File: src/rtl/core/lssr_pkg.sv
// Shared types, register indexes and constants of the lamp soft-start current ramp.
`timescale 1ns / 1ps
package lssr_pkg;

  localparam int unsigned MvW         = 16;
  localparam int unsigned CfgDataW    = 16;
  localparam int unsigned CfgIdxW     = 3;

  localparam logic [MvW-1:0] DownStepMv  = MvW'(50);
  localparam logic [MvW-1:0] StopLevelMv = MvW'(5);
  localparam logic [MvW-1:0] CmdMax      = '1;

  typedef enum logic [1:0] {
    OP_START     = 2'd0,
    OP_UP_VOLT   = 2'd1,
    OP_UP_CURR   = 2'd2,
    OP_DOWN_VOLT = 2'd3
  } op_e;

  typedef enum logic [2:0] {
    ACT_SET        = 3'd0,
    ACT_READ_I     = 3'd1,
    ACT_DONE       = 3'd2,
    ACT_NO_LOAD    = 3'd3,
    ACT_CANT_SET   = 3'd4,
    ACT_STEP_DOWN  = 3'd5,
    ACT_LAST_DOWN  = 3'd6,
    ACT_SWITCH_OFF = 3'd7
  } action_e;

  typedef enum logic [CfgIdxW-1:0] {
    REG_TARGET_CURRENT   = 3'd0,
    REG_STEP             = 3'd1,
    REG_CURRENT_ACCURACY = 3'd2,
    REG_FINAL_MULT       = 3'd3,
    REG_VOLT_TOLERANCE   = 3'd4,
    REG_LOAD_CHECK       = 3'd5,
    REG_MIN_LOAD_CURRENT = 3'd6,
    REG_RETRY_LIMIT      = 3'd7
  } cfg_idx_e;

  typedef struct packed {
    op_e            op;
    logic [MvW-1:0] reading;
  } in_t;

  typedef struct packed {
    action_e        action;
    logic [MvW-1:0] command_mv;
  } out_t;

  typedef struct packed {
    logic [15:0] target_current_ma;
    logic [9:0]  step_mv;
    logic [9:0]  current_accuracy_ma;
    logic [5:0]  final_multiplier;
    logic [9:0]  voltage_tolerance_mv;
    logic [15:0] load_check_mv;
    logic [15:0] min_load_current_ma;
    logic [3:0]  retry_limit;
  } cfg_t;

  localparam cfg_t CfgReset = '{
    target_current_ma:    16'd1000,
    step_mv:              10'd200,
    current_accuracy_ma:  10'd10,
    final_multiplier:     6'd20,
    voltage_tolerance_mv: 10'd50,
    load_check_mv:        16'd2000,
    min_load_current_ma:  16'd30,
    retry_limit:          4'd10
  };

endpackage

File: src/rtl/core/lamp_soft_start_current_ramp_unit.sv
// Top level of the lamp soft-start current ramp: request and result registers.
//
//   channel | direction | handshake             | payload
//   --------+-----------+-----------------------+-----------------------------
//   in      | sink      | in_valid_i/in_stall_o | in_data_i  (op, reading)
//   out     | source    | out_valid_o/out_stall_i | out_data_o (action, command_mv)
//   cfg     | sink      | cfg_we_i              | cfg_idx_i, cfg_wdata_i
//
// One request per cycle sustained while the result is not stalled; a result
// is presented once its request has passed the request register, then decision
// logic into the result register. It is taken at an edge where out_stall_i is low.
// Ramp state is updated as a request moves into the result register.
// A stalled result holds; the request register keeps taking requests while empty
// or while its request moves on in the same cycle.
// Reset clears the ramp state and restores register defaults; no clearing pass.
`timescale 1ns / 1ps
module lamp_soft_start_current_ramp_unit (
  input  logic                          clk_i,
  input  logic                          rst_ni,
  input  logic                          cfg_we_i,
  input  logic [lssr_pkg::CfgIdxW-1:0]  cfg_idx_i,
  input  logic [lssr_pkg::CfgDataW-1:0] cfg_wdata_i,
  input  logic                          in_valid_i,
  output logic                          in_stall_o,
  input  lssr_pkg::in_t                 in_data_i,
  output logic                          out_valid_o,
  input  logic                          out_stall_i,
  output lssr_pkg::out_t                out_data_o
);
  import lssr_pkg::*;

  cfg_t cfg;
  out_t res;

  logic req_valid_q, req_valid_d;
  in_t  req_q;
  logic out_valid_q, out_valid_d;
  out_t out_q;
  logic adv;
  logic in_acc;

  assign adv         = req_valid_q && (!out_valid_q || !out_stall_i);
  assign in_stall_o  = req_valid_q && !adv;
  assign in_acc      = in_valid_i && !in_stall_o;
  assign req_valid_d = in_acc || (req_valid_q && !adv);
  assign out_valid_d = adv || (out_valid_q && out_stall_i);

  lssr_cfg u_cfg (
    .clk_i       (clk_i),
    .rst_ni      (rst_ni),
    .cfg_we_i    (cfg_we_i),
    .cfg_idx_i   (cfg_idx_i),
    .cfg_wdata_i (cfg_wdata_i),
    .cfg_o       (cfg)
  );

  lssr_core u_core (
    .clk_i  (clk_i),
    .rst_ni (rst_ni),
    .adv_i  (adv),
    .cfg_i  (cfg),
    .req_i  (req_q),
    .res_o  (res)
  );

  always_ff @(posedge clk_i or negedge rst_ni) begin
    if (!rst_ni) begin
      req_valid_q <= 1'b0;
      out_valid_q <= 1'b0;
    end else begin
      req_valid_q <= req_valid_d;
      out_valid_q <= out_valid_d;
    end
  end

  always_ff @(posedge clk_i) begin
    if (in_acc) begin
      req_q <= in_data_i;
    end
    if (adv) begin
      out_q <= res;
    end
  end

  assign out_valid_o = out_valid_q;
  assign out_data_o  = out_q;

endmodule

File: src/rtl/core/lssr_cfg.sv
// Configuration register file of the lamp soft-start current ramp.
`timescale 1ns / 1ps
module lssr_cfg (
  input  logic                          clk_i,
  input  logic                          rst_ni,
  input  logic                          cfg_we_i,
  input  logic [lssr_pkg::CfgIdxW-1:0]  cfg_idx_i,
  input  logic [lssr_pkg::CfgDataW-1:0] cfg_wdata_i,
  output lssr_pkg::cfg_t                cfg_o
);
  import lssr_pkg::*;

  cfg_t cfg_q, cfg_d;

  always_comb begin
    cfg_d = cfg_q;
    if (cfg_we_i) begin
      unique case (cfg_idx_e'(cfg_idx_i))
        REG_TARGET_CURRENT:   cfg_d.target_current_ma    = cfg_wdata_i;
        REG_STEP:             cfg_d.step_mv              = cfg_wdata_i[9:0];
        REG_CURRENT_ACCURACY: cfg_d.current_accuracy_ma  = cfg_wdata_i[9:0];
        REG_FINAL_MULT:       cfg_d.final_multiplier     = cfg_wdata_i[5:0];
        REG_VOLT_TOLERANCE:   cfg_d.voltage_tolerance_mv = cfg_wdata_i[9:0];
        REG_LOAD_CHECK:       cfg_d.load_check_mv        = cfg_wdata_i;
        REG_MIN_LOAD_CURRENT: cfg_d.min_load_current_ma  = cfg_wdata_i;
        REG_RETRY_LIMIT:      cfg_d.retry_limit          = cfg_wdata_i[3:0];
        default:              cfg_d = cfg_q;
      endcase
    end
  end

  always_ff @(posedge clk_i or negedge rst_ni) begin
    if (!rst_ni) begin
      cfg_q <= CfgReset;
    end else begin
      cfg_q <= cfg_d;
    end
  end

  assign cfg_o = cfg_q;

endmodule

File: src/rtl/core/lssr_core.sv
// Ramp state registers and the combinational decision logic for one request.
`timescale 1ns / 1ps
module lssr_core (
  input  logic           clk_i,
  input  logic           rst_ni,
  input  logic           adv_i,
  input  lssr_pkg::cfg_t cfg_i,
  input  lssr_pkg::in_t  req_i,
  output lssr_pkg::out_t res_o
);
  import lssr_pkg::*;

  logic [MvW-1:0] cmd_q, cmd_d;
  logic [3:0]     retries_q, retries_d;
  logic           final_q, final_d;

  logic [MvW-1:0] rd;
  logic [MvW-1:0] diff;
  logic [MvW:0]   rd_plus_acc;
  logic [MvW-1:0] boost;
  logic [MvW:0]   sum_step;
  logic [MvW:0]   sum_boost;
  logic [MvW-1:0] up_step;
  logic [MvW-1:0] up_boost;
  logic [MvW-1:0] down_val;
  out_t           res;

  assign rd          = req_i.reading;
  assign diff        = (cmd_q >= rd) ? (cmd_q - rd) : (rd - cmd_q);
  assign rd_plus_acc = {1'b0, rd} + {7'd0, cfg_i.current_accuracy_ma};
  assign boost       = MvW'(cfg_i.step_mv * cfg_i.final_multiplier);
  assign sum_step    = {1'b0, cmd_q} + {7'd0, cfg_i.step_mv};
  assign sum_boost   = {1'b0, cmd_q} + {1'b0, boost};
  assign up_step     = sum_step[MvW] ? CmdMax : sum_step[MvW-1:0];
  assign up_boost    = sum_boost[MvW] ? CmdMax : sum_boost[MvW-1:0];
  assign down_val    = (rd > DownStepMv) ? (rd - DownStepMv) : '0;

  always_comb begin
    cmd_d          = cmd_q;
    retries_d      = retries_q;
    final_d        = final_q;
    res.action     = ACT_SET;
    res.command_mv = '0;
    unique case (req_i.op)
      OP_START: begin
        cmd_d          = {6'd0, cfg_i.step_mv};
        retries_d      = cfg_i.retry_limit;
        final_d        = 1'b0;
        res.command_mv = {6'd0, cfg_i.step_mv};
      end
      OP_UP_VOLT: begin
        priority if (diff <= {6'd0, cfg_i.voltage_tolerance_mv}) begin
          res.action = ACT_READ_I;
        end else if (retries_q == '0) begin
          res.action = ACT_CANT_SET;
        end else begin
          retries_d      = retries_q - 4'd1;
          res.command_mv = cmd_q;
        end
      end
      OP_UP_CURR: begin
        priority if (cmd_q >= cfg_i.load_check_mv && rd < cfg_i.min_load_current_ma) begin
          res.action = ACT_NO_LOAD;
        end else if (cmd_q < cfg_i.load_check_mv && rd < cfg_i.target_current_ma) begin
          cmd_d          = up_step;
          res.command_mv = up_step;
        end else if (final_q) begin
          res.action = ACT_DONE;
        end else if (rd_plus_acc >= {1'b0, cfg_i.target_current_ma}) begin
          cmd_d          = up_boost;
          final_d        = 1'b1;
          res.command_mv = up_boost;
        end else begin
          cmd_d          = up_step;
          res.command_mv = up_step;
        end
      end
      OP_DOWN_VOLT: begin
        if (rd > StopLevelMv) begin
          res.action     = (down_val > StopLevelMv) ? ACT_STEP_DOWN : ACT_LAST_DOWN;
          res.command_mv = down_val;
        end else begin
          res.action = ACT_SWITCH_OFF;
        end
      end
      default: res.action = ACT_SET;
    endcase
  end

  always_ff @(posedge clk_i or negedge rst_ni) begin
    if (!rst_ni) begin
      cmd_q     <= '0;
      retries_q <= '0;
      final_q   <= 1'b0;
    end else if (adv_i) begin
      cmd_q     <= cmd_d;
      retries_q <= retries_d;
      final_q   <= final_d;
    end
  end

  assign res_o = res;

endmodule

File: config.mk
export PLATFORM = sky130hd
export DESIGN_NAME = lamp_soft_start_current_ramp_unit
export DESIGN_NICKNAME = d
export VERILOG_FILES = /design/src/rtl/core/lssr_pkg.sv /design/src/rtl/core/lamp_soft_start_current_ramp_unit.sv /design/src/rtl/core/lssr_cfg.sv /design/src/rtl/core/lssr_core.sv
export SDC_FILE = /design/constraint.sdc
export NUM_CORES = 1
export LEC_CHECK = 0
export ABC_AREA = 1
export BUFFER_PORTS_ARGS = -buffer_cell sky130_fd_sc_hd__buf_4
export CORE_ASPECT_RATIO = 1.4
export CORE_MARGIN = 4
export CORE_UTILIZATION = 40
export CTS_BUF_LIST = sky130_fd_sc_hd__clkbuf_4 sky130_fd_sc_hd__clkbuf_8
export CTS_CLUSTER_DIAMETER = 150
export DETAILED_ROUTE_END_ITERATION = 8
export GPL_TIMING_DRIVEN = 0
export PLACE_DENSITY = 0.58
export SKIP_CTS_REPAIR_TIMING = 1
export SLEW_MARGIN = 20
export SYNTH_ARGS = -nofsm -noshare
export SYNTH_HDL_FRONTEND = slang
export SYNTH_SLANG_ARGS = --single-unit
File: constraint.sdc
create_clock -name clk_i -period 6.1 [get_ports clk_i]
set_clock_uncertainty 0.2 [all_clocks]
set_input_delay 1.22 -clock clk_i [delete_from_list [all_inputs] [get_ports clk_i]]
set_output_delay 1.22 -clock clk_i [all_outputs]
set_load 0.03 [all_outputs]
=== Word-level counts from Yosys, hierarchy flattened ===
Index checks and enable logic that the tools add are counted.

* Equal/unequal tests: 15
* Muxes and demuxes: 32
* Multipliers: 1
* Magnitude comparators: 10
* Add/sub/neg operators: 7
* Reductions and logical operators: 29

{| class="wikitable"
|+ Operators by type and width
! cell !! number
|-
| 16-bit two-way mux || 14
|-
| 16-bit one-hot mux with 4 select lines || 1
|-
| 16-bit < comparator || 3
|-
| 16-bit by 10-bit adder with 17-bit output || 2
|-
| 16-bit >= comparator || 2
|-
| 16-bit by 3-bit > comparator with 1-bit output (second input constant) || 2
|-
| 16-bit one-hot mux with 2 select lines || 1
|-
| 16-bit subtractor || 2
|-
| 16-bit by 16-bit adder with 17-bit output || 1
|-
| 17-bit by 16-bit >= comparator with 1-bit output || 1
|-
| 16-bit by 6-bit > comparator with 1-bit output (second input constant) || 1
|-
| 16-bit by 10-bit less-or-equal comparator with 1-bit output || 1
|-
| 10-bit by 6-bit multiplier with 16-bit output || 1
|-
| 2-bit AND reduction || 8
|-
| 16-bit by 6-bit subtractor with 16-bit output (second input constant) || 1
|-
| 3-bit two-way mux || 5
|-
| 3-bit == test (second input constant) || 4
|-
| 4-bit AND reduction || 3
|-
| 3-bit one-hot mux with 3 select lines || 1
|-
| 4-bit two-way mux || 2
|-
| 2-bit != test (second input constant) || 4
|-
| 4-bit one-hot mux with 2 select lines || 1
|-
| 3-bit by 2-bit == test with 1-bit output (second input constant) || 2
|-
| 1-bit logical AND || 6
|-
| other kinds (14) || 25
|}

* Logic and storage cells: 111
* Output and inout port bits: 21
* Register bits: 148
* Input bits: 42

=== Depth between registers and ports, before layout ===
* Depth in word-level cells: 8
* Depth in mapped cells: 28
* Gate-level depth less buffers: 27

=== By module ===
A second synthesis with hierarchy kept.

* Cell total of the unflattened synthesis: 2142
* Area total of the unflattened synthesis: 14666.6 um2

{| class="wikitable"
|+ By module, submodules not included
! module !! area an instance (um2) !! cells an instance !! seq. area each (um2) !! times used
|-
| lssr_core || 9919.5 || 1696 || 525.5 || 1
|-
| lssr_cfg || 3540.9 || 397 || 2237.1 || 1
|-
| lamp_soft_start_current_ramp_unit || 1206.2 || 49 || 1161.1 || 1
|}

=== Worst setup path before layout ===
Ideal clock, no wire load.

* Path kind: register to register
* Start: register u_cfg.cfg_q, in the netlist u_cfg.cfg_o[68]
* End: register out_q, in the netlist out_data_o[12], data pin
* Path buffers: 1
* Stages on the path, launching flop included: 22
* Arrival: 4700 ps
* Clock period less this slack: 5160 ps
* Setup time: 260 ps
* Slack: 940 ps
* Data required time: 5640 ps
* Cells stage by stage: dfstp_2 > clkbuf_1 > nand2_1 > fa_1 > inv_1 > fa_1 > fa_1 > inv_1 > fa_1 > inv_1 > ha_1 > a21oi_1 > a21boi_0 > nor2_1 > nor2_1 > nand2_1 > nand2_1 > nand2_1 > nor2_1 > nand3_1 > nand4_1 > nand3_1

{| class="wikitable"
|+ RTL lines
! element !! RTL line !! RTL
|-
| from (decl) || lssr_cfg.sv:13 || <nowiki>cfg_t cfg_q, cfg_d;</nowiki>
|-
| from (signal assigned) || lssr_cfg.sv:34 || <nowiki>cfg_q <= CfgReset;</nowiki>
|-
| from (signal assigned) || lssr_cfg.sv:36 || <nowiki>cfg_q <= cfg_d;</nowiki>
|-
| to (signal assigned) || lamp_soft_start_current_ramp_unit.sv:81 || <nowiki>out_q <= res;</nowiki>
|-
| to (decl) || lamp_soft_start_current_ramp_unit.sv:38 || <nowiki>out_t out_q;</nowiki>
|}

==> impl_metrics.toml <==
[cells_and_area]
fill_cells = 3681
synthToLayoutAreaGrowth_pct = 10.06
num_antenna_cells = 0
fin_nets = 2311
final_cell_mix = "582 x nand2_1, 348 x inv_1, 157 x ha_1"
final_cells = 2531
final_common_cell = "nand2_1"
drive_gt1_share_pct = 8.145

[grt]
grt.overflow.total = 0
grt_util_all_layers_pct = 24.77
grt_pass1_wl_mm = 73.66
grt_max_degree = 63
antenna_found_initial = 0
first_global_vias = 13264

[critical_path]
criticalPathCategory = "flip-flop to flip-flop"
worstPathBufferInverterCount = 3
worstPathArrival_ns = 5.72
timing.critical_path.max_delay_family = "adder cells"
critPathMaxFanout = 10
cpPeakStageDelay_ns = 0.74
cp-start-kind = "flip-flop"
critical_path_required_ns = 6.15
critical_path.cell_chain = "nand2_1, fa_1, inv_1, fa_1, fa_1, inv_1, fa_1, inv_1, ha_1, a21oi_1, a21boi_0, nor2_1, nor2_1, nand2_1, nand2_1, nand2_1, nor2_1, nand3_1, nand4_1, nand3_1"
timing.critical_path.to_type = "flip-flop"
worstReg2RegStart = "u_cfg.cfg_o[68]$_DFFE_PN1P_"
reg2reg_setup_slack_ns = 0.43
capturing_point_of_the_worst_reg2reg_path = "out_data_o[12]$_DFFE_PP_"
depth_of_the_worst_register_to_register_path = 20
worst_path_max_delay_cell = "dfstp_4"

[timing]
fin_crit_sh_pct = 92.99
setup_viol = 0
achievable-frequency_ghz = 0.1763
timing.max_slew.rel_slack_pct = 40.72
final_max_slew_viol_count = 0
timing.setup.tns_ns = 0
layout_setup_ws_ns = 0.4275
grt_setup_unrepaired = "false"
timing_hold_violations_final = 0
worst_pin_slew_ns = 0.8882
period_minus_slack_ns = 5.672

[clock_network]
cts_tree = "done"
worstSkewPairLatency_ns = 0.51
cts_inserted_buffers = 17
max_h_tree_level = 4
cts_num_sinks = 148
clkTransAtPathRegs_ns = 0.11
cts_root_buf = "clkbuf_8"
cts_buffer_depth = 2

[detailed_routing]
initialDrtViolationCount = 848
wirelength_mm = 47.65
avgViaCountPerCell = 5.256
drt_drc_violations_left = 0
drt_pre_antenna_iters = 5
post_drt_wl_per_cell_um = 18.82
route.antenna.remaining_nets = 0
num_vias = 13302

[synth]
post_synthesis_net_count = 2236
synthesis.instances = 1987
syn-mean-instance-area_um2 = 7.120
summed_instance_area_of_the_synthesized_netlist_um2 = 14150
synth.ff_latch_count = 148
seq_total_area_yosys_pct = 27.74
yosys_warnings = 0
synth_cell_types = 47

[power]
relative_contribution_of_the_clock_network_to_total_power_pct = 12.1
power.sequential.fraction_pct = 24.4
p_sw_share_pct = 52.41
cell_internal_pwr_mw = 2.989
power-per-cell-area_nw_per_um2 = 403.4
worst_voltage_drop_across_the_vdd_grid_v = 0.0001966
p_leak_nw = 8.422
comb_power_share_pct = 63.5
power.net_switching_mw = 3.292

[outcome]
outcome = "completed"

[place]
port-buffer-count = 62
dp_worst_setup_slack_ns = 0.02932
detailedPlacementHpwl_mm = 38.68
dp_cells = 2506
place.gp.congestion = 0.9787

[worst_hold_path]
hold_path_depth = 2
worst_hold_startpoint = "u_core.retries_q[0]$_DFFE_PN0P_"
min_delay_worst_endpoint = "u_core.retries_q[0]$_DFFE_PN0P_"
hold_class = "flip-flop to flip-flop"

[floorplan]
placement_rows = 81
die_x_um = 166.9
die_height_um = 230.5
design.die.area_um2 = 38480
effective_utilization_at_floorplan_pct = 40.46
placeableCoreArea_um2 = 34960
boundary_pin_count = 63

[job]
max_cap_viols = 0
-- power groups by stage --
stage	clock network [mW]	logic [mW]	registers [mW]
after floorplan	0	2.92	1.44
after global placement	0	3.94	1.51
after detailed placement	0	3.98	1.51
after CTS	0.769	4.02	1.49
after global routing	0.812	4.57	1.55
final	0.758	3.99	1.53
-- worst min-delay path, delay by kind of cell (launching register included) --
family        cells  cell delay, ns
simple gates      2            0.10
flops             1            0.36
-- logic make-up after synthesis --
| family | share of synthesized area [%] |
|---|---|
| simple gates | 26.70 |
| buf+inv | 10.97 |
| compound gates | 10.60 |
| fa+ha+maj | 20.96 |
| flops | 27.74 |
| xor+xnor | 2.972 |
| mux | 0.07076 |
-- stage by stage --
| step | util, % | area, um^2 | hold WS [ns] | power, mW |
|---|---|---|---|---|
| final | 44.53 | 15570 | 0.2850 | 6.281 |
| after CTS | 44.57 | 15580 | 0.2877 | 6.285 |
| after global routing | 44.53 | 15570 | 0.3066 | 6.929 |
| after global placement | 43.42 | 15180 | 0.2667 | 5.451 |
| after floorplan | - | 14150 | 0.2419 | 4.355 |
| after detailed placement | 43.54 | 15220 | 0.2642 | 5.491 |
-- metal layers --
layer | global-route usage [%] | up-vias | part of all wire, %
li1 | - | 6467 | -
met1 | 27.51 | 6322 | 38
met2 | 45.97 | 385 | 52
met3 | 2.912 | 128 | 4.1
met4 | 13.10 | 0 | 5.7
met5 | 0 | - | 0
-- registers in the layout, indices dropped and copies added, names as in the netlist --
signal            count
u_core.retries_q      4
out_valid_o           1
req_valid_q           1
req_q                18
out_data_o           19
u_core.cmd_q         16
u_core.final_q        1
u_cfg.cfg_o          88
-- cell type report --
class,instances,area [um^2],area share [%]
sequential,148,3929,25.23
clock inverter,14,113.9,0.7313
multi-input combinational,1435,8680,55.75
clock buffer,18,247.7,1.591
timing repair buffer,63,496.7,3.190
inverter,352,1321,8.486
tap,456,570.5,3.664
buffer,45,211.5,1.358
-- synth_stat cells (all sizes together) --
| cell | instances | area share, % |
|---|---|---|
| fa | 50 | 7.1 |
| o21ai | 142 | 5.0 |
| nor2 | 113 | 3.2 |
| xnor2 | 12 | 0.74 |
| o31a | 2 | 0.12 |
| or2 | 6 | 0.27 |
| clkbuf | 40 | 1.1 |
| ha | 157 | 14 |
| nor4 | 3 | 0.13 |
| o211ai | 2 | 0.11 |
| a31oi | 4 | 0.18 |
| edfxtp | 37 | 7.9 |
| o21bai | 7 | 0.37 |
| a21o | 4 | 0.21 |
| nand3 | 110 | 4.0 |
| mux2i | 1 | 0.071 |
| nand3b | 8 | 0.42 |
| nand4 | 44 | 2.0 |
| nor3 | 22 | 0.81 |
| clkinv | 2 | 0.053 |
| o21a | 4 | 0.21 |
| nor3b | 2 | 0.11 |
| a21boi | 6 | 0.32 |
| nand2 | 588 | 16 |
| a2111oi | 1 | 0.062 |
| a21oi | 109 | 4.0 |
| or3 | 1 | 0.044 |
| dfrtp | 83 | 15 |
| inv | 350 | 9.3 |
| and2 | 1 | 0.044 |
| xor2 | 36 | 2.2 |
| dfstp | 28 | 5.2 |
| buf | 12 | 0.57 |
-- worst max-delay path by stage --
stage,end,from,slack [ns],depth (start not counted)
2_1_floorplan,out_data_o[12]$_DFFE_PP_,u_cfg.cfg_o[68]$_DFFE_PN1P_,0.94,21
3_3_place_gp,out_data_o[12]$_DFFE_PP_,u_cfg.cfg_o[68]$_DFFE_PN1P_,0.06,21
3_5_place_dp,out_data_o[12]$_DFFE_PP_,u_cfg.cfg_o[68]$_DFFE_PN1P_,0.03,21
4_1_cts,out_data_o[12]$_DFFE_PP_,u_cfg.cfg_o[68]$_DFFE_PN1P_,0.01,21
5_1_grt,out_data_o[12]$_DFFE_PP_,u_cfg.cfg_o[46]$_DFFE_PN0P_,0.009,23
6_report,out_data_o[12]$_DFFE_PP_,u_cfg.cfg_o[68]$_DFFE_PN1P_,0.43,20
(Power assumes the default switching activity.)
